==> src/rtl/sist_pkg.sv <==
package sist_pkg;

  // Table geometry
  localparam int CAPACITY = 256;
  localparam int POS_W    = $clog2(CAPACITY + 1);
  localparam int VAL_W    = 64;

  // Request kinds (the unused code behaves as a search)
  localparam logic [1:0] KIND_ADD    = 2'd0;
  localparam logic [1:0] KIND_DEL    = 2'd1;
  localparam logic [1:0] KIND_SEARCH = 2'd2;

  // Result status codes
  localparam logic [1:0] STAT_OK   = 2'd0;
  localparam logic [1:0] STAT_MISS = 2'd1;
  localparam logic [1:0] STAT_FULL = 2'd2;

  // Width classes
  localparam logic [1:0] ENC_16 = 2'd0;
  localparam logic [1:0] ENC_32 = 2'd1;
  localparam logic [1:0] ENC_64 = 2'd2;

  typedef enum logic [1:0] {
    CELL_HOLD,
    CELL_CMP,
    CELL_INS,
    CELL_DEL
  } cell_op_t;

  // Broadcast to every cell of the chain
  typedef struct packed {
    cell_op_t           op;
    logic [VAL_W-1:0]   value;
  } cell_ctl_t;

  typedef enum logic [1:0] {
    ST_IDLE,
    ST_CMP,
    ST_ENC,
    ST_UPD
  } state_t;

endpackage

==> src/rtl/sist_pos_enc.sv <==
// Turns the chain's less-than thermometer into an index, registered.
module sist_pos_enc (
  input  logic                          clk,
  input  logic [sist_pkg::CAPACITY-1:0] lt,
  input  logic [sist_pkg::CAPACITY-1:0] eq,
  output logic [sist_pkg::POS_W-1:0]    pos,
  output logic                          found
);

  logic [sist_pkg::CAPACITY+1:0] lt_ext;
  logic [sist_pkg::POS_W-1:0]    pos_nxt;
  logic [sist_pkg::POS_W-1:0]    pos_r;
  logic                          found_r;

  // bit 0 stands for "below slot 0", top bit for "past the end"
  assign lt_ext = {1'b0, lt, 1'b1};

  always_comb begin
    pos_nxt = '0;
    for (int i = 0; i <= sist_pkg::CAPACITY; i++) begin
      if (lt_ext[i] && !lt_ext[i+1]) begin
        pos_nxt = pos_nxt | sist_pkg::POS_W'(i);
      end
    end
  end

  always_ff @(posedge clk) begin
    pos_r   <= pos_nxt;
    found_r <= |eq;
  end

  assign pos   = pos_r;
  assign found = found_r;

endmodule

==> config.mk <==
export PLATFORM = sky130hd
export DESIGN_NAME = sist_pos_enc
export DESIGN_NICKNAME = d
export VERILOG_FILES = /design/src/rtl/sist_pkg.sv /design/src/rtl/sist_pos_enc.sv
export SDC_FILE = /design/constraint.sdc
export NUM_CORES = 1
export LEC_CHECK = 0
export BUFFER_PORTS_ARGS = -buffer_cell sky130_fd_sc_hd__buf_2
export CORE_AREA = 5 5 200 202
export CTS_CLUSTER_DIAMETER = 30
export DETAILED_ROUTE_END_ITERATION = 8
export DIE_AREA = 0 0 205 207
export MAX_ROUTING_LAYER = met4
export PLACE_DENSITY = 0.41
export SKIP_CTS_REPAIR_TIMING = 1
export SYNTH_ARGS = -nofsm -noshare
export SYNTH_HDL_FRONTEND = slang
export SYNTH_SLANG_ARGS = --single-unit
==> constraint.sdc <==
create_clock -name clk -period 2.8 [get_ports clk]
set_input_delay 0.14 -clock clk [delete_from_list [all_inputs] [get_ports clk]]
set_output_delay 0.14 -clock clk [all_outputs]
set_load 0.05 [all_outputs]
======== Word level (Yosys, flattened, before mapping) ========
Cells that the tools add are included.
storage, ports and cells
  input bits .............................. 513
  bits in registers ....................... 10
  output and inout port bits .............. 10
  logic and storage cells ................. 769
operators by class
  reduce and logical (&&, ||, !) cells .... 511
  muxes and demuxes ....................... 255
operators by type and width
  cell               count
  $mux 8             128
  $mux 7             64
  $reduce_or 256->1  1
  $logic_and 1x1->1  255
  $logic_not 1->1    255
  $mux 6             32
  $mux 5             16
  $mux 4             8
  $mux 3             4
  $mux 2             2
  $mux 1             1

======== Longest topological paths before layout ========
Gate-level depths: netlist (run 1).
  depth after elaboration ................. 257
  gate-level depth with buffers ........... 5
  mapped depth without buffers ............ 5

======== Worst setup path after synthesis (run 1) ========
No wires, ideal clock.
  kind .................................... input to register
  start ................................... in lt[109] (netlist bit)
  end ..................................... reg pos_r, in the netlist pos[5]
  library setup time ...................... 0.135 ns
  data required time ...................... 2.665 ns
  stages .................................. 5
  buffers on the path ..................... 0
  slack ................................... 1.075 ns
  arrival ................................. 1.590 ns
  cells stage by stage .................... nor2b_1 -> or4_4 -> or4_4 -> nor3_2 -> nand4_1
on the way
  longest elaborated chain between the ends .. 149
  elaborated cells between the ends (all ways) .. 150
  those cells by class .................... 147 x mux; 3 x reduce/logical
ends and longest elaborated chain
  element                   RTL line            RTL
  start: declaration        sist_pos_enc.sv:4   input logic [sist_pkg::CAPACITY-1:0] lt,
  $logic_not 1->1           sist_pos_enc.sv:21  if (lt_ext[i] && !lt_ext[i+1]) begin
  $logic_and 1x1->1         sist_pos_enc.sv:21
  $mux 7                    sist_pos_enc.sv:21
  $mux 7 * (18 in series)   sist_pos_enc.sv:21
  $mux 8 * (128 in series)  sist_pos_enc.sv:21
  end signal: assignment    sist_pos_enc.sv:28  pos_r <= pos_nxt;
  end: declaration          sist_pos_enc.sv:12  logic [sist_pkg::POS_W-1:0] pos_r;
Mark *: on every way between the ends. The rest lies on a longest branch, timed or not.
A chain may end at the register's enable or synchronous reset.

======== Final worst setup path (run 1) ========
  start ................................... in lt[198] (netlist bit)
  end ..................................... reg pos_r, in the netlist pos[7]
on the way
  longest elaborated chain between the ends .. 60
  elaborated cells between the ends (all ways) .. 61
  those cells by class .................... 58 x mux; 3 x reduce/logical
ends and longest elaborated chain
  element                  RTL line
  $logic_not 1->1          sist_pos_enc.sv:21
  $logic_and 1x1->1        sist_pos_enc.sv:21
  $mux 8                   sist_pos_enc.sv:21
  $mux 8 * (57 in series)  sist_pos_enc.sv:21
Marks and branches as above.

==> run_results.csv, run 1 <==
group,metric,value,unit
status,outcome,"finished clean",
timing,hold_slack,0.04443,ns
timing,finalSetupTns,0,ns
setup_path,crit_fanout,3,
die,io_pins,523,
final_layout,nets,1640,
synthesis,async_flop_share,0,%
final_layout,area_growth,103.4,%
min_path,whs_endpoint,"pos[8]",
die,die_w,205,um
timing,setup_viol,0,
synthesis,synthCells,557,
synthesis,yosys.area.top_type_share,30.18,%
drt,drc,0,
setup_path,crit_arrival,1.94,ns
flow_run,drv_cap,0,
synthesis,synth_top_area_cell,"nor2b_1",
setup_path,start_kind,"input port",
timing,layout_min_cycle_time,1.839,ns
synthesis,synth_fa_ha_area_share,0,%
synthesis,yosysMostFrequentCell,"nor2b_1",
clock_network,cts_tree,"done",
drt,dr.max_layer_used,"met4",
synthesis,synth_top_family_by_area,"simple AND/OR/NAND/NOR gates",
final_layout,n_fill_cell,4426,
clock_network,numCtsBuffers,3,
synthesis,syn_area_per_cell,6.402,um2
synthesis,seq_area_frac_synth,5.614,%
synthesis,synthXorXnorAreaFrac,0,%
place,portBuffers,522,
min_path,hold_class,"in2reg",
clock_network,clkTransAtPathRegs,0.06,ns
die,coreArea,38110,um2
min_path,min_from,"lt[255]",
drt,wl_met1,14.64,mm
clock_network,cts.sinks,10,
die,initial_core_util,9.358,%
grt,grt_overflow,0,
synthesis,synth_nets,1070,
grt,antenna_found_initial,9,
power,power.density,197.2,nW/um2
place,dpl.hpwl,38.29,mm
clock_network,clockBufferDepth,2,
synthesis,synthTopCellsByArea,"nor2b_1, nor4_1, a2111oi_0",
timing,hold_viol_final,0,
drt,wl,40.81,mm
die,dieHeight,207,um
drt,detail-route-antenna-nets,0,
drt,vias_per_cell,4.245,
drt,wl_met2,21.88,mm
final_layout,drive_above_1_share,51.33,%
drt,first_pass_iters,4,
grt,grt_pass1_vias,7898,
timing,slew_headroom,35.72,%
final_layout,seq_area,200.2,um2
synthesis,muxShareOfSynthArea,0,%
grt,grtUsageTotal,18.30,%
die,dieArea,42440,um2
final_layout,multi_input_area,3138,um2
power,p_leak,3.366,nW
min_path,whs_path_depth,1,
setup_path,cp-end-kind,"flop",
setup_path,cp.required,2.90,ns
synthesis,synthSimpleGateAreaFrac,69.86,%
synthesis,synth_commonest_cells,"nor2b_1, nor4_1, inv_1",
timing,rsz0062_at_grt,"no",
drt,drt-initial-drc-count,304,
synthesis,ys_ff_latch,10,
setup_path,worstSetupPathType,"in2reg",
drt,avgRoutedWirePerCell,24.77,um
grt,grt_pass1_wl,54.47,mm
synthesis,ys.flop_type,"dfxtp_1",
synthesis,synth_edf_count,0,
synthesis,yosysUniqueCellTypes,33,
timing,drv_slew,0,
drt,vias,6995,
synthesis,synth_compound_area_share,18.00,%
grt,grt_max_degree,7,
clock_network,htreeDepth,1,
timing,post-route-period-util,65.67,%
timing,max_freq,543.9,MHz
synthesis,synthesis.area,3566,um2
clock_network,cts_root_buffer,"clkbuf_16",
power,ir_drop,0.1418,mV
synthesis,yosys_warnings,0,
place,gp_congestion,0.9477,
drt,wl_met3,2.702,mm
die,rows,72,
timing,worst_pin_slew,0.9399,ns
worst max-delay path, stage by stage:
cell and delay [ns]:
buf_2 0.11, nor2b_1 0.14, a2111oi_0 0.60, buf_4 0.25
nand4_1 0.16, nor4_1 0.40, nand3_1 0.13
metal layers:
metal / global-route usage [%] / vias up
met1: 18.57 / 3229
met3: 3.050 / 62
li1: - / 3332
met4: 5.660 / 0
met2: 35.36 / 372
met5: - / -
cells in the final DEF (no fill, tap or decap), types with 2 or more instances in the layout:
master     count
nor4_1       111
or4_4          2
o31a_1         2
nand4bb_1      2
buf_4         43
nand2b_1       6
o21ai_0        2
nand4b_1       2
nor2_1        11
nor4b_1        2
inv_1         62
nand2_1       13
nand4_1       49
or4_1          3
a2111oi_0     45
a21oi_1       16
diode_2        4
o2111ai_1      3
nor2b_2        3
clkbuf_16      3
nor3_1        13
nand3_1       10
dfxtp_1       10
nor2b_1      172
buf_2        522
a2111oi_1      7
power by group:
group	internal, mW	total [mW]	switching (mW)
combinational	0.468	0.978	0.510
clock	0.217	0.309	0.0922
sequential	0.143	0.143	0.000122
area by class of cell:
cell class / instances / share of cell area [%]
sequential: 10 / 2.760
tap: 518 / 8.936
inverter: 62 / 3.209
antenna: 4 / 0.1380
clock buffer: 4 / 1.225
timing repair buffer: 565 / 40.47
multi-input combinational: 485 / 43.26
registers in the layout, summed over array words and instances (netlist names):
name,count
found,1
pos,9
cell families (layout without fill, tap and decap cells):
logic type | count (synthesis) | count (layout)
other | 0 | 4
buffers and inverters | 62 | 631
flip-flops | 10 | 10
AO/OA/AOI/OAI | 81 | 81
AND/OR/NAND/NOR | 404 | 404
how the worst max path moves through the flow:
stage,slack [ns],cells after the start,start,endpoint
floorplan,1.08,5,lt[109],pos[5]
global placement,0.61,7,lt[198],pos[6]
detailed placement,0.58,7,lt[198],pos[7]
CTS,0.83,7,lt[198],pos[7]
global route,0.60,7,lt[198],pos[7]
finish,0.96,7,lt[198],pos[7]
metrics by stage:
step	setup WS, ns	power, mW	std cells	cell area, um2	util (%)
floorplan	1.075	0.4149	557	3566	-
global placement	0.6107	1.126	1640	7154	18.77
detailed placement	0.5756	1.125	1640	7154	18.77
CTS	0.8255	1.452	1644	7243	19.01
global route	0.6006	1.523	1648	7253	19.03
finish	0.9614	1.430	1648	7253	19.03
Power figures use the tool's default switching activity.
==> run 2, diff against run 1 <==
- ABC_AREA: not set -> 1
- CORE_AREA: 5 5 200 202 -> 5 5 202 204
- DIE_AREA: 0 0 205 207 -> 0 0 207 209
- PLACE_DENSITY: 0.41 -> 0.45
- clock period: 2.8 -> 1.5 ns (I/O delays scaled with it)
==> run_results.csv, run 2 <==
group,metric,value,unit
grt,grt_pass1_vias,8464,
clock_network,numCtsBuffers,3,
grt,grtUsageTotal,14.70,%
synthesis,async_flop_share,0,%
power,ir_drop,0.3200,mV
status,outcome,"finished clean",
place,pre_cts_ws,-0.06437,ns
synthesis,synthTopCellsByArea,"nand2_1, nor2_1, inv_1",
place,dp.cells,2213,
timing,hold_viol_final,0,
synthesis,ys.flop_type,"dfxtp_1",
clock_network,cts_root_buffer,"clkbuf_16",
final_layout,nets,2207,
timing,worst_pin_slew,0.5132,ns
drt,first_pass_iters,5,
synthesis,synth_edf_count,0,
drt,drc,0,
min_path,min_from,"eq[72]",
final_layout,n_fill_cell,4772,
setup_path,worstSetupPathType,"in2reg",
synthesis,yosysUniqueCellTypes,16,
clock_network,htreeDepth,1,
power,p_leak,5.112,nW
setup_path,cp.required,1.61,ns
timing,setup_viol,0,
min_path,whs_path_depth,9,
drt,drt-initial-drc-count,338,
die,coreArea,39090,um2
die,dieHeight,209,um
grt,grt_overflow,0,
setup_path,crit_path_start,"lt[255]",
synthesis,seq_area_frac_synth,4.234,%
place,dpl.hpwl,31.12,mm
place,gp_congestion,0.9760,
timing,max_freq,788.6,MHz
grt,grt_max_degree,7,
timing,drv_slew,0,
synthesis,synth_commonest_cells,"nand2_1, nor2_1, inv_1",
timing,layout_min_cycle_time,1.268,ns
synthesis,yosysMostFrequentCell,"nand2_1",
die,rows,73,
die,dieArea,43260,um2
die,die_w,207,um
setup_path,crit_arrival,1.38,ns
setup_path,crit_fanout,6,
setup_path,start_kind,"input port",
clock_network,clockBufferDepth,2,
clock_network,cts.sinks,10,
timing,setup_ws,0.2320,ns
clock_network,clkTransAtPathRegs,0.06,ns
drt,vias,8146,
grt,antenna_found_initial,6,
synthesis,synthCells,1163,
synthesis,syn_area_per_cell,4.066,um2
synthesis,synth_top_area_cell,"nand2_1",
clock_network,cts_tree,"done",
synthesis,synthesis.area,4728,um2
flow_run,drv_cap,0,
timing,post-route-period-util,84.53,%
final_layout,area_growth,71.92,%
die,io_pins,523,
final_layout,final_common_cell,"buf_2",
synthesis,ys_ff_latch,10,
synthesis,yosys_warnings,0,
final_layout,instances_no_fill,2222,
drt,detail-route-antenna-nets,0,
setup_path,cp-end-kind,"flop",
timing,slew_headroom,65.42,%
synthesis,yosys.area.top_type_share,38.66,%
drt,vias_per_cell,3.666,
drt,wl,32.77,mm
die,initial_core_util,12.10,%
final_layout,final_util,20.79,%
final_layout,largest_register_ffs,9,
final_layout,drive_above_1_share,32.72,%
timing,finalSetupTns,0,ns
grt,grt_pass1_wl,48.03,mm
timing,rsz0062_at_grt,"no",
drt,avgRoutedWirePerCell,14.75,um
place,portBuffers,522,
synthesis,synth_nets,1676,
final_layout,final_cell_mix,"buf_2, nand2_1, nor2_1, inv_1, o21ai_0",
power,power.density,325.1,nW/um2
min_path,hold_class,"in2reg",
run 2: changes by cell type after synthesis, moves of 6 or more:
cell       change
a21oi_1       -15
nor3_1         -9
o21ai_0       +52
nand4_1       -47
nor2_2        +12
nand2b_1       -6
nand2_1      +474
o21a_1         +8
nor2b_1      -172
nor4_1       -111
nor2_1       +325
a2111oi_0     -49
nand2_2       +11
inv_1        +155
run 2: logic make-up after synthesis:
group / share of synthesized area, %
DFF: 4.234
AOI/OAI and AO/OA: 7.303
and+or+nand+nor: 71.16
buffers and inverters: 17.31
run 2: area by class of cell:
cell class              count  area (um2)  area share (%)
repair buffers            526        2645           32.54
clock buffers               4       88.84           1.093
well taps                 525       656.9           8.081
multi-input cells         935        3710           45.64
inverters                 218       818.3           10.07
flip-flops and latches     10       200.2           2.463
diodes                      4       10.01          0.1231
run 2: path summary, 6_finish.rpt:
path	slack, ns	to
min	0.25	found
max	0.23	pos[2]
run 2: critical path: stages:
cell and delay, ns:
buf_2 0.13, inv_1 0.04, nand2_1 0.24, nand2_1 0.09, nor2_1 0.15, nand2_1 0.10, nor2_1 0.12, nand2_1 0.06
nor2_1 0.25, nand3_1 0.13
run 2: where the power goes:
group | total [mW] | internal (mW) | switching [mW]
combinational | 1.77 | 0.810 | 0.964
sequential | 0.268 | 0.267 | 0.00132
clock | 0.601 | 0.406 | 0.195
total | 2.64 | 1.48 | 1.16
run 2: metal layers:
layer | vias to the layer above | share of wire, % | track usage (%) | wire length [um]
met5 | - | 0 | - | 0
met4 | 0 | 1.0 | 2.257 | 338
met3 | 14 | 6.2 | 2.717 | 2027
met2 | 271 | 48 | 24.94 | 15570
met1 | 3420 | 45 | 18.68 | 14830
li1 | 4441 | - | - | -
run 2: through the flow:
step	total power [mW]	cell area, um2	hold slack [ns]
after CTS	2.716	8109	-0.02727
after global routing	2.954	8124	0.2841
after detailed placement	2.064	8020	0.2502
final	2.643	8129	0.2462
after floorplan	1.034	4728	0.1027
after global placement	2.068	8020	0.2435
==> run 3, diff against run 2 <==
- ABC_AREA: 1 -> 0
- CORE_AREA: 5 5 202 204 -> 5 5 199 201
- DIE_AREA: 0 0 207 209 -> 0 0 204 206
- PLACE_DENSITY: 0.45 -> 0.43
- clock period: 1.5 -> 1.1 ns (I/O delays scaled with it)
==> run_results.csv, run 3 (same netlist as run 1, synthesis figures left out) <==
group,metric,value,unit
status,outcome,"finished with violations",
status,violations,"negative setup slack",
clock_network,clkTransAtPathRegs,0.05,ns
power,power.density,462.7,nW/um2
drt,vias,7671,
drt,dr.max_layer_used,"met4",
power,ir_drop,0.5118,mV
flow_run,drv_cap,0,
timing,worst_pin_slew,0.6837,ns
place,portBuffers,522,
drt,wl_met1,14.26,mm
final_layout,nets,1853,
timing,setup_ws,-0.4551,ns
drt,first_pass_iters,6,
final_layout,final_cell_mix,"buf_2, buf_4, nor2b_1, nor4_1, inv_1",
grt,grtUsageTotal,17.73,%
drt,avgRoutedWirePerCell,21.57,um
final_layout,design_area,10220,um2
grt,antenna_found_initial,16,
timing,rsz0062_at_grt,"yes",
min_path,whs_path_depth,2,
grt,grt_max_degree,7,
final_layout,drive_above_1_share,68.78,%
setup_path,path_common_cell,"or4_4",
setup_path,critPathSlowestCell,"or4_4",
timing,setup_viol,9,
die,dieHeight,206,um
setup_path,start_kind,"input port",
setup_path,path_buf_inv,1,
drt,vias_per_cell,4.111,
place,dpl-instance-area,8936,um2
setup_path,cp_top_family,"simple AND/OR/NAND/NOR gates",
place,gp_congestion,0.9155,
drt,wl_met2,22.02,mm
drt,drt-initial-drc-count,232,
place,pre_cts_ws,-1.142,ns
die,initial_core_util,9.535,%
grt,grt_overflow,0,
setup_path,crit_arrival,1.65,ns
final_layout,final_common_cell,"buf_2",
setup_path,cp.required,1.20,ns
clock_network,cts_root_buffer,"clkbuf_16",
setup_path,worstSetupPathType,"in2reg",
drt,detail-route-antenna-nets,0,
die,rows,71,
setup_path,crit_fanout,2,
final_layout,area_growth,186.5,%
die,coreArea,37400,um2
grt,grt_pass1_wl,52.72,mm
setup_path,max_stage_delay,0.56,ns
drt,wl_met3,2.378,mm
die,dieArea,42020,um2
timing,post-route-period-util,141.4,%
timing,drv_slew,0,
drt,drc,0,
place,dpl.hpwl,37.55,mm
clock_network,cts.sinks,10,
drt,wl,40.24,mm
grt,grt_pass1_vias,8346,
timing,max_freq,643.0,MHz
min_path,hold_class,"in2reg",
power,total_power,4.728,mW
setup_path,cp-endpoint,"pos[5]",
final_layout,n_fill_cell,4170,
timing,layout_min_cycle_time,1.555,ns
power,p_leak,4.843,nW
setup_path,cp-end-kind,"flop",
setup_path,crit_path_start,"lt[109]",
timing,hold_viol_final,0,
timing,finalSetupTns,-3.115,ns
timing,slew_headroom,54.33,%
timing,hold_slack,0.09547,ns
clock_network,htreeDepth,1,
die,io_pins,523,
setup_path,path_cells,"buf_6 -> nor2b_4 -> or4_4 -> or4_4 -> nor3_4 -> nand4_1",
clock_network,numCtsBuffers,3,
clock_network,cts_tree,"done",
setup_path,path_depth,6,
clock_network,clockBufferDepth,2,
final_layout,largest_register_ffs,9,
die,die_w,204,um
-- run 3: report_power, final --
group / switching, mW / internal [mW] / total (mW)
Clock: 0.185 / 0.548 / 0.734
Sequential: 0.000355 / 0.366 / 0.366
Combinational: 1.64 / 1.99 / 3.63
Total: 1.82 / 2.90 / 4.73
-- run 3: area by class of cell --
cell class / instances / area, um2 / area share [%]
timing repair buffer: 778 / 4672 / 45.73
antenna: 16 / 40.04 / 0.3919
inverter: 62 / 232.7 / 2.278
sequential: 10 / 200.2 / 1.959
clock buffer: 4 / 88.84 / 0.8695
multi-input combinational: 485 / 4344 / 42.52
tap: 511 / 639.4 / 6.258
-- run 3: how the worst min path moves through the flow --
stage	startpoint	end	slack, ns
after floorplan	lt[255]	pos[8]	0.08
after global placement	lt[255]	pos[8]	0.33
after detailed placement	lt[255]	pos[8]	0.33
after CTS	lt[255]	pos[8]	0.08
after global routing	lt[255]	pos[8]	0.09
final	lt[255]	pos[8]	0.1
-- run 3: stage by stage --
stage / cells / util, %
3_3_place_gp: 1843 / 23.89
5_1_grt: 1866 / 27.32
3_5_place_dp: 1843 / 23.89
6_report: 1866 / 27.32
4_1_cts: 1847 / 24.13
2_1_floorplan: 557 / -
-- run 3: metal layers --
metal | vias up | track usage (%)
met5 | - | -
met4 | 0 | 7.514
met3 | 51 | 3.232
met2 | 340 | 34.15
met1 | 3494 | 17.47
li1 | 3786 | -
