### config.mk
export PLATFORM = sky130hd
export DESIGN_NAME = sist_cell
export DESIGN_NICKNAME = d
export VERILOG_FILES = /design/src/rtl/sist_pkg.sv /design/src/rtl/sist_cell.sv
export SDC_FILE = /design/constraint.sdc
export NUM_CORES = 1
export LEC_CHECK = 0
export BUFFER_PORTS_ARGS = -buffer_cell sky130_fd_sc_hd__buf_4
export CORE_UTILIZATION = 42
export CTS_CLUSTER_SIZE = 24
export DETAILED_ROUTE_END_ITERATION = 7
export PLACE_DENSITY = 0.86
export RECOVER_POWER = 50
export SYNTH_ARGS = -nofsm -noshare
export SYNTH_HDL_FRONTEND = slang
export SYNTH_SLANG_ARGS = --single-unit
### constraint.sdc
create_clock -name clk -period 7.04 [get_ports clk]
set_input_delay 0.352 -clock clk [delete_from_list [all_inputs] [get_ports clk]]
set_output_delay 0.352 -clock clk [all_outputs]
set_load 0.02 [all_outputs]
### src/rtl/sist_pkg.sv
package sist_pkg;

  // Table geometry
  localparam int CAPACITY = 256;
  localparam int POS_W    = $clog2(CAPACITY + 1);
  localparam int VAL_W    = 64;

  // Request kinds (the unused code behaves as a search)
  localparam logic [1:0] KIND_ADD    = 2'd0;
  localparam logic [1:0] KIND_DEL    = 2'd1;
  localparam logic [1:0] KIND_SEARCH = 2'd2;

  // Result status codes
  localparam logic [1:0] STAT_OK   = 2'd0;
  localparam logic [1:0] STAT_MISS = 2'd1;
  localparam logic [1:0] STAT_FULL = 2'd2;

  // Width classes
  localparam logic [1:0] ENC_16 = 2'd0;
  localparam logic [1:0] ENC_32 = 2'd1;
  localparam logic [1:0] ENC_64 = 2'd2;

  typedef enum logic [1:0] {
    CELL_HOLD,
    CELL_CMP,
    CELL_INS,
    CELL_DEL
  } cell_op_t;

  // Broadcast to every cell of the chain
  typedef struct packed {
    cell_op_t           op;
    logic [VAL_W-1:0]   value;
  } cell_ctl_t;

  typedef enum logic [1:0] {
    ST_IDLE,
    ST_CMP,
    ST_ENC,
    ST_UPD
  } state_t;

endpackage

### src/rtl/sist_cell.sv
// One slot of the sorted chain: holds an entry, its compare flags,
// and shifts up or down from its neighbours.
module sist_cell (
  input  logic                          clk,
  input  sist_pkg::cell_ctl_t           ctl,
  input  logic                          occ,
  input  logic [sist_pkg::VAL_W-1:0]    left_entry,
  input  logic                          left_lt,
  input  logic [sist_pkg::VAL_W-1:0]    right_entry,
  output logic [sist_pkg::VAL_W-1:0]    entry,
  output logic                          lt,
  output logic                          eq
);

  logic [sist_pkg::VAL_W-1:0] entry_r;
  logic                       lt_r;
  logic                       eq_r;

  always_ff @(posedge clk) begin
    unique case (ctl.op)
      sist_pkg::CELL_CMP: begin
        lt_r <= occ & ($signed(entry_r) < $signed(ctl.value));
        eq_r <= occ & (entry_r == ctl.value);
      end
      sist_pkg::CELL_INS: begin
        // first slot not below the value takes it, the rest move up
        if (!lt_r) begin
          entry_r <= left_lt ? ctl.value : left_entry;
        end
      end
      sist_pkg::CELL_DEL: begin
        if (!lt_r) begin
          entry_r <= right_entry;
        end
      end
      sist_pkg::CELL_HOLD: begin
      end
    endcase
  end

  assign entry = entry_r;
  assign lt    = lt_r;
  assign eq    = eq_r;

endmodule

; ---- Word level (Yosys, flattened, before mapping)
; Index checks and enable logic that the tools add are counted.
; Widths: inputs -> output; s select.
[classes]
addsub = 0
n_mul = 0
n_div = 0
order_cmp = 1
eq_ne = 6
n_shift = 0
mux = 4
bitwise = 2
reduce_logical = 2
[op_table]
columns = op, n
row1 = $mux 64, 3
row2 = $pmux 64 s2, 1
row3 = $eq 64x64->1, 1
row4 = $lt 64x64->1, 1
row5 = $eq 2x2->1 const B, 2
row6 = $ne 2x2->1 const B, 2
row7 = $reduce_and 3->1, 1
row8 = $and 1x1->1, 2
row9 = $eq 2x1->1 const B, 1
row10 = $reduce_bool 2->1, 1
[word_totals]
ff_bits = 66
latchBits = 0
mem_bits_rw = 0
rom_bits = 0
input_bits = 197
out_inout_bits = 66
wordCells = 18
mem_count = 0

; ---- Depth between registers and ports, before layout
; Gate-level depths: netlist (run 1).
[logic_depth]
ltp_word = 3
mapped_depth = 9
mapped_depth_nobuf = 9

; ---- Worst setup path before layout (run 1)
; Ideal clock, no wire load.
[synth_path]
path_type = flip-flop to flip-flop
start = register lt_r (netlist: lt)
end = register entry_r (netlist bit entry[0]) (enable)
setup_ps = 493
arrival_time_ps = 3352
required_ps = 6547
path_slack_ps = 3195
stages_incl_launch_ff = 2
n_path_buf = 0
period_less_slack_ps = 3845
path_cell_list = edfxtp_1 > nor2b_1
[synth_between]
elab_chain_len = 2
word_cells_on_any_way = 3
cone_classes = eq/ne: 2 / reduce/logical: 1
[synth_lines]
columns = element, line
row1 = "start, declared", sist_cell.sv:16  ; logic lt_r;
row2 = "start signal, assigned", sist_cell.sv:22  ; lt_r <= occ & ($signed(entry_r) < $signed(ctl.value));
row3 = $ne 2x2->1 (no source line), n/a
row4 = $reduce_and 3->1 (no source line) (*), n/a
row5 = "end signal, assigned", sist_cell.sv:28  ; entry_r <= left_lt ? ctl.value : left_entry;
row6 = "end signal, assigned", sist_cell.sv:33  ; entry_r <= right_entry;
row7 = "end, declared", sist_cell.sv:15  ; logic [sist_pkg::VAL_W-1:0] entry_r;
; Mark *: on every way between the ends. The rest lies on a longest branch, timed or not.
; A chain may end at the register's enable or synchronous reset.

; ---- Worst setup path in the final report (run 1)
[layout_path]
start = register lt_r (netlist: lt)
end = register entry_r (netlist bit entry[62]) (enable)
; The elaborated chain is that of the path after synthesis.

==> flow_summary_export.csv, run 1 <==
group,metric,value,unit
timing,setup_violations,0,
logic_synthesis,avgSynthCellArea,9.68,µm²
timing,holdWs,0.299,ns
power_and_ir_drop,vdd_ir_drop_max,117,µV
timing,worst-slew-pin-transition,3.60,ns
setup_path,crit_chain,"nor2b_4 -> clkbuf_1",
global_route,grt.overflow.total,0,
logic_synthesis,synth.distinct_cells,34,
logic_synthesis,yosys.area.top_type,"edfxtp_1",
logic_synthesis,syn_nets,770,
setup_path,crit_fanout,64,
clocking,numCtsBuffers,9,
global_route,globalRouteTotalUtil,0.228,
timing,hold_viol_final,0,
final_layout,n_antenna_cell,0,
setup_path,max_stage_delay,2.52,ns
final_layout,final_core_util,0.616,
route,drt-initial-drc-count,177,
logic_synthesis,ys_seq_area_frac,0.402,
route,drc,0,
timing,drv_slew,65,
setup_path,start_kind,"register",
global_route,first_global_vias,4430,
setup_path,cp-end-kind,"register",
logic_synthesis,synth_common_cells,"nand2_1 (75), o21ai_0 (69), edfxtp_1 (66), inv_1 (66), mux2i_1 (65)",
clocking,clock_sinks,66,
setup_path,cp.arrival,3.50,ns
timing,rsz0062_at_grt,"no",
die,placementRows,39,
clocking,post-cts-setup-buffers,0,
clocking,clock_path_buffers,2,
logic_synthesis,ys_seq_elements,66,
route,num_vias,4620,
global_route,grt_max_degree,129,
clocking,root_buffer,"clkbuf_16",
clocking,cts_tree,"yes",
power_and_ir_drop,seqPwrFrac,0.400,
logic_synthesis,synth_cells,509,
place,portBuffers,262,
logic_synthesis,synth_flop_cell,"edfxtp_1",
logic_synthesis,synthArstFlopShare,0,
min_path,hp-class,"in2reg",
clocking,worstSkewPairLatency,0.32,ns
die,dieArea,12200,µm²
outcome,status,"complete, but fails checks",
logic_synthesis,synthesis.area,4930,µm²
setup_path,required,6.89,ns
route,firstDrtPassIters,4,
timing,tns,0,ns
timing,maxClockFrequency,0.274,GHz
power_and_ir_drop,power_frac_comb,0.247,
setup_path,path_buf_inv,1,
timing,relSlewSlack,-1.40,
die,io_pins,263,
place,dpl_cell_area,7020,µm²
die,core,11400,µm²
global_route,antenna_found_initial,0,
timing,skew,0.00482,ns
final_layout,syn_to_final_growth,42.8,%
logic_synthesis,yosysWarnings,0,
run,drv_cap,1,
timing,period_share,0.518,
power_and_ir_drop,p_leak,3.43,nW
clocking,path_clk_slew,0.06,ns
place,dpl.hpwl,11.1,mm
setup_path,crit_family,"buffers and inverters",
clocking,cts_htree_levels,3,
logic_synthesis,post-synth-top-area-fraction,0.402,
outcome,violations,"max-capacitance violations, max-slew violations",
place,gp_congestion,0.798,
final_layout,finalInstanceArea,7040,µm²
route,wl,14.0,mm
power_and_ir_drop,internal-power,0.880,mW
route,post_drt_wl_per_cell,15.4,µm
logic_synthesis,synth_edf_count,66,
die,initial_core_util,0.431,
clocking,postCtsHoldBufs,0,
die,dieWidth,110,µm
final_layout,finalNetCount,1024,
setup_path,path_class,"reg2reg",
logic_synthesis,synth_area_leaders,"edfxtp_1 (40%), ha_1 (16%), mux2i_1 (13%)",
global_route,grt_pass1_wl,20.8,mm
power_and_ir_drop,p_total,1.20,mW
clocking,ctsResizeCount,0,
route,ant_nets,0,
route,via_per_inst,5.08,
power_and_ir_drop,switching_share,0.269,
die,die_h,110,µm
setup_path,worst_path_max_delay_cell,"clkbuf_1",
logic_synthesis,yosysMostFrequentCell,"nand2_1",
power_and_ir_drop,powerDensity,171,nW/µm²
final_layout,num-fill-cells,1031,
power_and_ir_drop,switchingPower,0.324,mW
final_layout,drive_gt1_frac,0.280,
power_and_ir_drop,clockPowerShare,0.354,
timing,min_period,3.65,ns
[stage by stage]
step | cells | worst slack, ns
detailed placement | 895 | 4.43
floorplan | 509 | 3.20
global placement | 895 | 4.55
global route | 910 | 3.07
CTS | 910 | 4.48
finish | 910 | 3.39
[registers in the layout (all words and copies together) (netlist names)]
register,count
lt,1
eq,1
entry,64
[area by class of cell]
class	instances	area, µm²	area share
Multi-Input combinational cell	356	2630	0.373
Sequential cell	66	1980	0.282
Timing Repair Buffer	264	1730	0.245
Inverter	66	248	0.0352
Clock buffer	10	229	0.0325
Tap cell	143	179	0.0254
Clock inverter	5	46.3	0.00658
[power by group through the flow]
stage / Combinational [mW] / Clock [mW] / Sequential, mW
after floorplan: 0.128 / 0 / 0.515
final: 0.297 / 0.426 / 0.481
after CTS: 0.319 / 0.436 / 0.480
after global placement: 0.310 / 0 / 0.487
after detailed placement: 0.317 / 0 / 0.488
after global routing: 0.333 / 0.448 / 0.484
[path summary, 6_finish.rpt]
check	from	endpoint	slack [ns]	cells after the start
max	lt$_DFFE_PN_	entry[62]$_DFFE_PP_	3.39	2
min	right_entry[7]	entry[7]$_DFFE_PP_	0.30	3
max reg2reg	lt$_DFFE_PN_	entry[62]$_DFFE_PP_	3.39	2
min reg2reg	entry[1]$_DFFE_PP_	eq$_DFFE_PN_	0.90	3
[tightest hold or removal path, stage by stage]
cell,delay [ns]
buf_4,0.08
nand2_1,0.03
o21ai_0,0.05
[per-layer routing]
metal  GRT usage  routed length [µm]  vias up
met5           0                   0        -
met4      0.0940                 284        0
met3      0.0447                1010       23
met2       0.420                7140      177
met1       0.256                5610     2089
li1            -                   -     2331
[cells in the final DEF (no fill, tap or decap), types with 2 or more instances in the layout]
cell type	n
nor3_1	2
clkbuf_16	9
nor2_1	4
nor4_1	2
a21oi_1	21
inv_1	66
a21o_1	11
mux2i_1	65
clkbuf_1	69
a211oi_1	3
nand3_1	8
nand2_1	75
a221oi_1	3
nand4_1	12
o21ai_0	69
ha_1	64
clkinv_1	3
buf_4	196
edfxtp_1	66
[logic make-up after synthesis]
family                     count (synthesis)  share of synthesized area
AOI/OAI and AO/OA                        113                      0.128
adders and majority gates                 64                      0.163
buffers and inverters                     87                     0.0668
DFF                                       66                      0.402
muxes                                     65                      0.132
and+or+nand+nor                          114                      0.108
No activity file was read; power rests on OpenSTA's default activity.
==> run 2, diff against run 1 <==
==> constraint.sdc (replaced) <==
create_clock -name clk -period 3.5 [get_ports clk]
set_input_delay 0.175 -clock clk [delete_from_list [all_inputs] [get_ports clk]]
set_output_delay 0.175 -clock clk [all_outputs]
set_load 0.02 [all_outputs]
==> flow_summary_export.csv, run 2 (synthesized netlist as in run 1, its figures left out) <==
group,metric,value,unit
outcome,status,"complete, but fails checks",
outcome,violations,"max-capacitance violations, max-slew violations",
setup_path,required,3.67,ns
final_layout,final_core_util,0.617,
timing,min_period,2.51,ns
setup_path,r2r_slack,0.99,ns
route,ant_nets,0,
global_route,first_global_vias,4437,
power_and_ir_drop,p_total,2.43,mW
clocking,numCtsBuffers,9,
place,gp_congestion,0.762,
global_route,antenna_found_initial,0,
setup_path,rr_endpoint,"lt$_DFFE_PN_",
timing,holdWs,0.122,ns
min_path,holdPathEnd,"entry[7]$_DFFE_PP_",
route,num_vias,4579,
final_layout,syn_to_final_growth,43.1,%
clocking,postCtsHoldBufs,0,
setup_path,path_class,"reg2reg",
timing,skew,0.00461,ns
final_layout,num-fill-cells,1052,
timing,worst-slew-pin-transition,1.94,ns
setup_path,r2r_start,"entry[43]$_DFFE_PP_",
power_and_ir_drop,powerDensity,345,nW/µm²
die,initial_core_util,0.431,
place,dpl.hpwl,11.0,mm
die,dieWidth,110,µm
setup_path,r2r_cells,8,
die,dieArea,12200,µm²
timing,drv_slew,129,
clocking,clock_sinks,66,
die,core,11400,µm²
clocking,cts_htree_levels,3,
power_and_ir_drop,p_leak,3.43,nW
global_route,grt_pass1_wl,20.7,mm
timing,setup_ws,0.991,ns
route,drt-initial-drc-count,151,
place,portBuffers,262,
timing,tns,0,ns
timing,maxClockFrequency,0.399,GHz
route,wl,13.6,mm
place,post-place-ws,0.986,ns
global_route,grt_max_degree,129,
timing,period_share,0.717,
final_layout,largest_reg_flops,64,
setup_path,cp.arrival,2.68,ns
run,drv_cap,1,
setup_path,start_kind,"register",
min_path,hp-class,"in2reg",
timing,rsz0062_at_grt,"no",
clocking,worstSkewPairLatency,0.32,ns
setup_path,crit_fanout,3,
clocking,ctsResizeCount,0,
final_layout,finalNetCount,1023,
clocking,path_clk_slew,0.06,ns
global_route,grt.overflow.total,0,
final_layout,final_cell_mix,"buf_4 (194), nand2_1 (75), clkbuf_1 (70)",
final_layout,multi_input_area,2620,µm²
route,firstDrtPassIters,4,
global_route,globalRouteTotalUtil,0.226,
clocking,post-cts-setup-buffers,0,
timing,relSlewSlack,-0.293,
die,placementRows,39,
die,die_h,110,µm
setup_path,cp-end-kind,"register",
power_and_ir_drop,vdd_ir_drop_max,198,µV
route,via_per_inst,5.03,
die,io_pins,263,
clocking,root_buffer,"clkbuf_16",
timing,setup_violations,0,
final_layout,n_antenna_cell,0,
route,post_drt_wl_per_cell,15.0,µm
min_path,hold_depth,3,
final_layout,final-seq-area,1980,µm²
clocking,cts_tree,"yes",
timing,hold_viol_final,0,
min_path,hp-start,"right_entry[7]",
final_layout,layout_commonest_cell,"buf_4",
clocking,clock_path_buffers,2,
route,drc,0,
final_layout,drive_gt1_frac,0.280,
==> run 2: how the worst max path moves through the flow <==
stage                              from                 end  slack [ns]  depth (start not counted)
finish              entry[43]$_DFFE_PP_        lt$_DFFE_PN_        0.99                          8
global route        entry[63]$_DFFE_PP_        lt$_DFFE_PN_        0.79                          8
detailed placement  entry[63]$_DFFE_PP_        lt$_DFFE_PN_        0.99                          8
floorplan                  lt$_DFFE_PN_  entry[0]$_DFFE_PP_        0.87                          1
global placement    entry[63]$_DFFE_PP_        lt$_DFFE_PN_        1.14                          6
CTS                 entry[63]$_DFFE_PP_        lt$_DFFE_PN_        0.96                          8
==> run 2: critical path, stage by stage (launching register included) <==
cell and delay [ns]:
edfxtp_1 0.40, ha_1 0.33, nand4_2 0.14, or4_4 0.59
nor4_4 0.31, nand2_2 0.09, a21oi_2 0.13, nand4b_1 0.16
mux2i_1 0.21
==> run 2: through the flow <==
| stage | instance area, µm² | std cells |
|---|---|---|
| floorplan | 4930 | 509 |
| global placement | 7020 | 894 |
| detailed placement | 7020 | 894 |
| CTS | 7300 | 910 |
| global route | 7050 | 910 |
| finish | 7050 | 910 |
==> run 2: power by group <==
part	switching [mW]	internal (mW)	leakage [nW]
clock network	0.323	0.546	0.136
registers	0.0240	0.938	0.627
logic	0.306	0.291	2.67
total	0.653	1.78	3.43
==> run 2: area by class of cell <==
class                      count  area share
clock buffer                  12      0.0336
clock inverter                 4     0.00604
inverter                      66      0.0352
multi-input combinational    356       0.372
sequential                    66       0.281
tap                          143      0.0254
timing repair buffer         263       0.246
==> run 2: routing by layer <==
layer  up-vias  track usage  part of all wire
met5         -            0                 0
met4         0       0.0808             0.016
met3        20       0.0476             0.070
met2       165        0.411              0.51
met1      2062        0.259              0.40
li1       2332            -                 -
==> run 3, diff against run 2 <==
==> constraint.sdc (replaced) <==
create_clock -name clk -period 2.6 [get_ports clk]
set_input_delay 0.13 -clock clk [delete_from_list [all_inputs] [get_ports clk]]
set_output_delay 0.13 -clock clk [all_outputs]
set_load 0.02 [all_outputs]
==> flow_summary_export.csv, run 3 (synthesized netlist as in run 1, its figures left out) <==
group,metric,value,unit
outcome,status,"complete, but fails checks",
outcome,violations,"max-capacitance violations, max-slew violations",
timing,hold_viol_final,0,
power_and_ir_drop,clockPowerShare,0.355,
min_path,hp-start,"right_entry[20]",
min_path,hp-class,"in2reg",
power_and_ir_drop,p_leak,3.49,nW
route,firstDrtPassIters,4,
timing,maxClockFrequency,0.396,GHz
global_route,grt_max_degree,77,
global_route,globalRouteTotalUtil,0.245,
global_route,grt_pass1_wl,22.7,mm
setup_path,crit_chain,"ha_1 -> nand4_1 -> or4_4 -> nor4_4 -> nand2_2 -> a21oi_2 -> nand4b_1 -> mux2i_1",
final_layout,n_antenna_cell,0,
timing,rsz0062_at_grt,"yes",
setup_path,r2r_start,"entry[48]$_DFFE_PP_",
power_and_ir_drop,seqPwrFrac,0.393,
clocking,cts_tree,"yes",
place,gp_congestion,0.794,
final_layout,num-fill-cells,1018,
die,io_pins,263,
global_route,grt.overflow.total,0,
timing,relSlewSlack,-0.0595,
global_route,antenna_found_initial,0,
place,dpl.hpwl,11.9,mm
clocking,clock_sinks,66,
clocking,path_clk_slew,0.06,ns
final_layout,finalNetCount,1032,
final_layout,final_cell_mix,"buf_4 (205), nand2_1 (75), o21ai_0 (69)",
power_and_ir_drop,vdd_ir_drop_max,309,µV
die,placementRows,39,
clocking,root_buffer,"clkbuf_16",
setup_path,start_kind,"register",
die,die_h,110,µm
die,dieWidth,110,µm
setup_path,crit_fanout,2,
final_layout,layout_commonest_cell,"buf_4",
route,num_vias,4702,
clocking,clock_path_buffers,2,
timing,setup_violations,0,
final_layout,multi_input_area,2650,µm²
power_and_ir_drop,internal-power,2.40,mW
setup_path,worst_path_max_delay_cell,"or4_4",
timing,worst-slew-pin-transition,1.59,ns
route,drt-initial-drc-count,213,
setup_path,cp-startpoint,"entry[48]$_DFFE_PP_",
route,ant_nets,0,
setup_path,crit_family,"simple AND/OR/NAND/NOR gates",
route,post_drt_wl_per_cell,16.0,µm
setup_path,max_stage_delay,0.59,ns
setup_path,cp.arrival,2.69,ns
power_and_ir_drop,powerDensity,462,nW/µm²
final_layout,drive_gt1_frac,0.295,
die,dieArea,12200,µm²
timing,min_period,2.52,ns
clocking,worstSkewPairLatency,0.33,ns
setup_path,required,2.77,ns
route,via_per_inst,5.12,
timing,drv_slew,53,
global_route,first_global_vias,4929,
clocking,cts_htree_levels,3,
power_and_ir_drop,switchingPower,0.906,mW
place,portBuffers,262,
power_and_ir_drop,power_frac_comb,0.253,
die,core,11400,µm²
die,initial_core_util,0.431,
timing,skew,0.00620,ns
final_layout,syn_to_final_growth,45.3,%
route,wl,14.7,mm
setup_path,path_buf_inv,0,
clocking,postCtsHoldBufs,0,
setup_path,path_class,"reg2reg",
timing,period_share,0.970,
timing,tns,0,ns
power_and_ir_drop,switching_share,0.274,
route,drc,0,
final_layout,largest_reg_flops,64,
clocking,numCtsBuffers,9,
final_layout,final-seq-area,1980,µm²
place,post-place-ws,0.110,ns
setup_path,cp-end-kind,"register",
run,drv_cap,1,
timing,setup_ws,0.0778,ns
-- run 3: changes by cell type in the layout (fill, tap and decap cells not counted), sizes merged --
| cell | change |
|---|---|
| clkbuf | -4 |
| buf | +12 |
-- run 3: metrics by stage --
step           hold slack (ns)  cells  instance area, µm²  utilization  power, mW
2_1_floorplan            0.317    509                4930            -       1.74
3_3_place_gp             0.405    898                7060        0.619       2.16
3_5_place_dp             0.410    898                7060        0.619       2.19
4_1_cts                 0.0677    913                7340        0.643       3.37
5_1_grt                 0.0687    918                7160        0.627       3.47
6_report                0.0789    918                7160        0.627       3.31
-- run 3: worst paths after layout --
kind / endpoint / slack, ns / depth (start not counted)
worst max-delay path: lt$_DFFE_PN_ / 0.08 / 8
worst min-delay path: entry[20]$_DFFE_PP_ / 0.08 / 3
worst max register to register: lt$_DFFE_PN_ / 0.08 / 8
worst min register to register: lt$_DFFE_PN_ / 0.89 / 3
-- run 3: layout make-up --
type / count / area share
Clock buffer: 11 / 0.0325
Clock inverter: 4 / 0.00612
Inverter: 66 / 0.0346
Multi-Input combinational cell: 356 / 0.370
Sequential cell: 66 / 0.277
Tap cell: 143 / 0.0250
Timing Repair Buffer: 272 / 0.255
-- run 3: power by group through the flow --
stage                     clock network [mW]  logic [mW]  registers, mW
after floorplan                            0       0.347           1.39
after global placement                     0       0.842           1.31
after detailed placement                   0       0.873           1.32
after CTS                               1.20       0.878           1.30
after global routing                    1.24       0.928           1.30
final                                   1.17       0.836           1.30
-- run 3: worst min-delay path, cell delays in order --
cell and delay (ns):
buf_4 0.08, nand2_1 0.03, o21ai_0 0.05
-- run 3: per-layer routing --
metal	track usage	share of wire	wire (µm)
met1	0.260	0.38	5650
met2	0.475	0.53	7830
met3	0.0470	0.060	880
met4	0.0883	0.022	320
met5	0	0	0
-- run 3: what timing repair did --
item                                   in CTS  in global routing
setup endpoints to repair                   0                  1
endpoints found under the hold margin       0                  0
buffers inserted                            0                  5
gates resized for setup                     0                  3
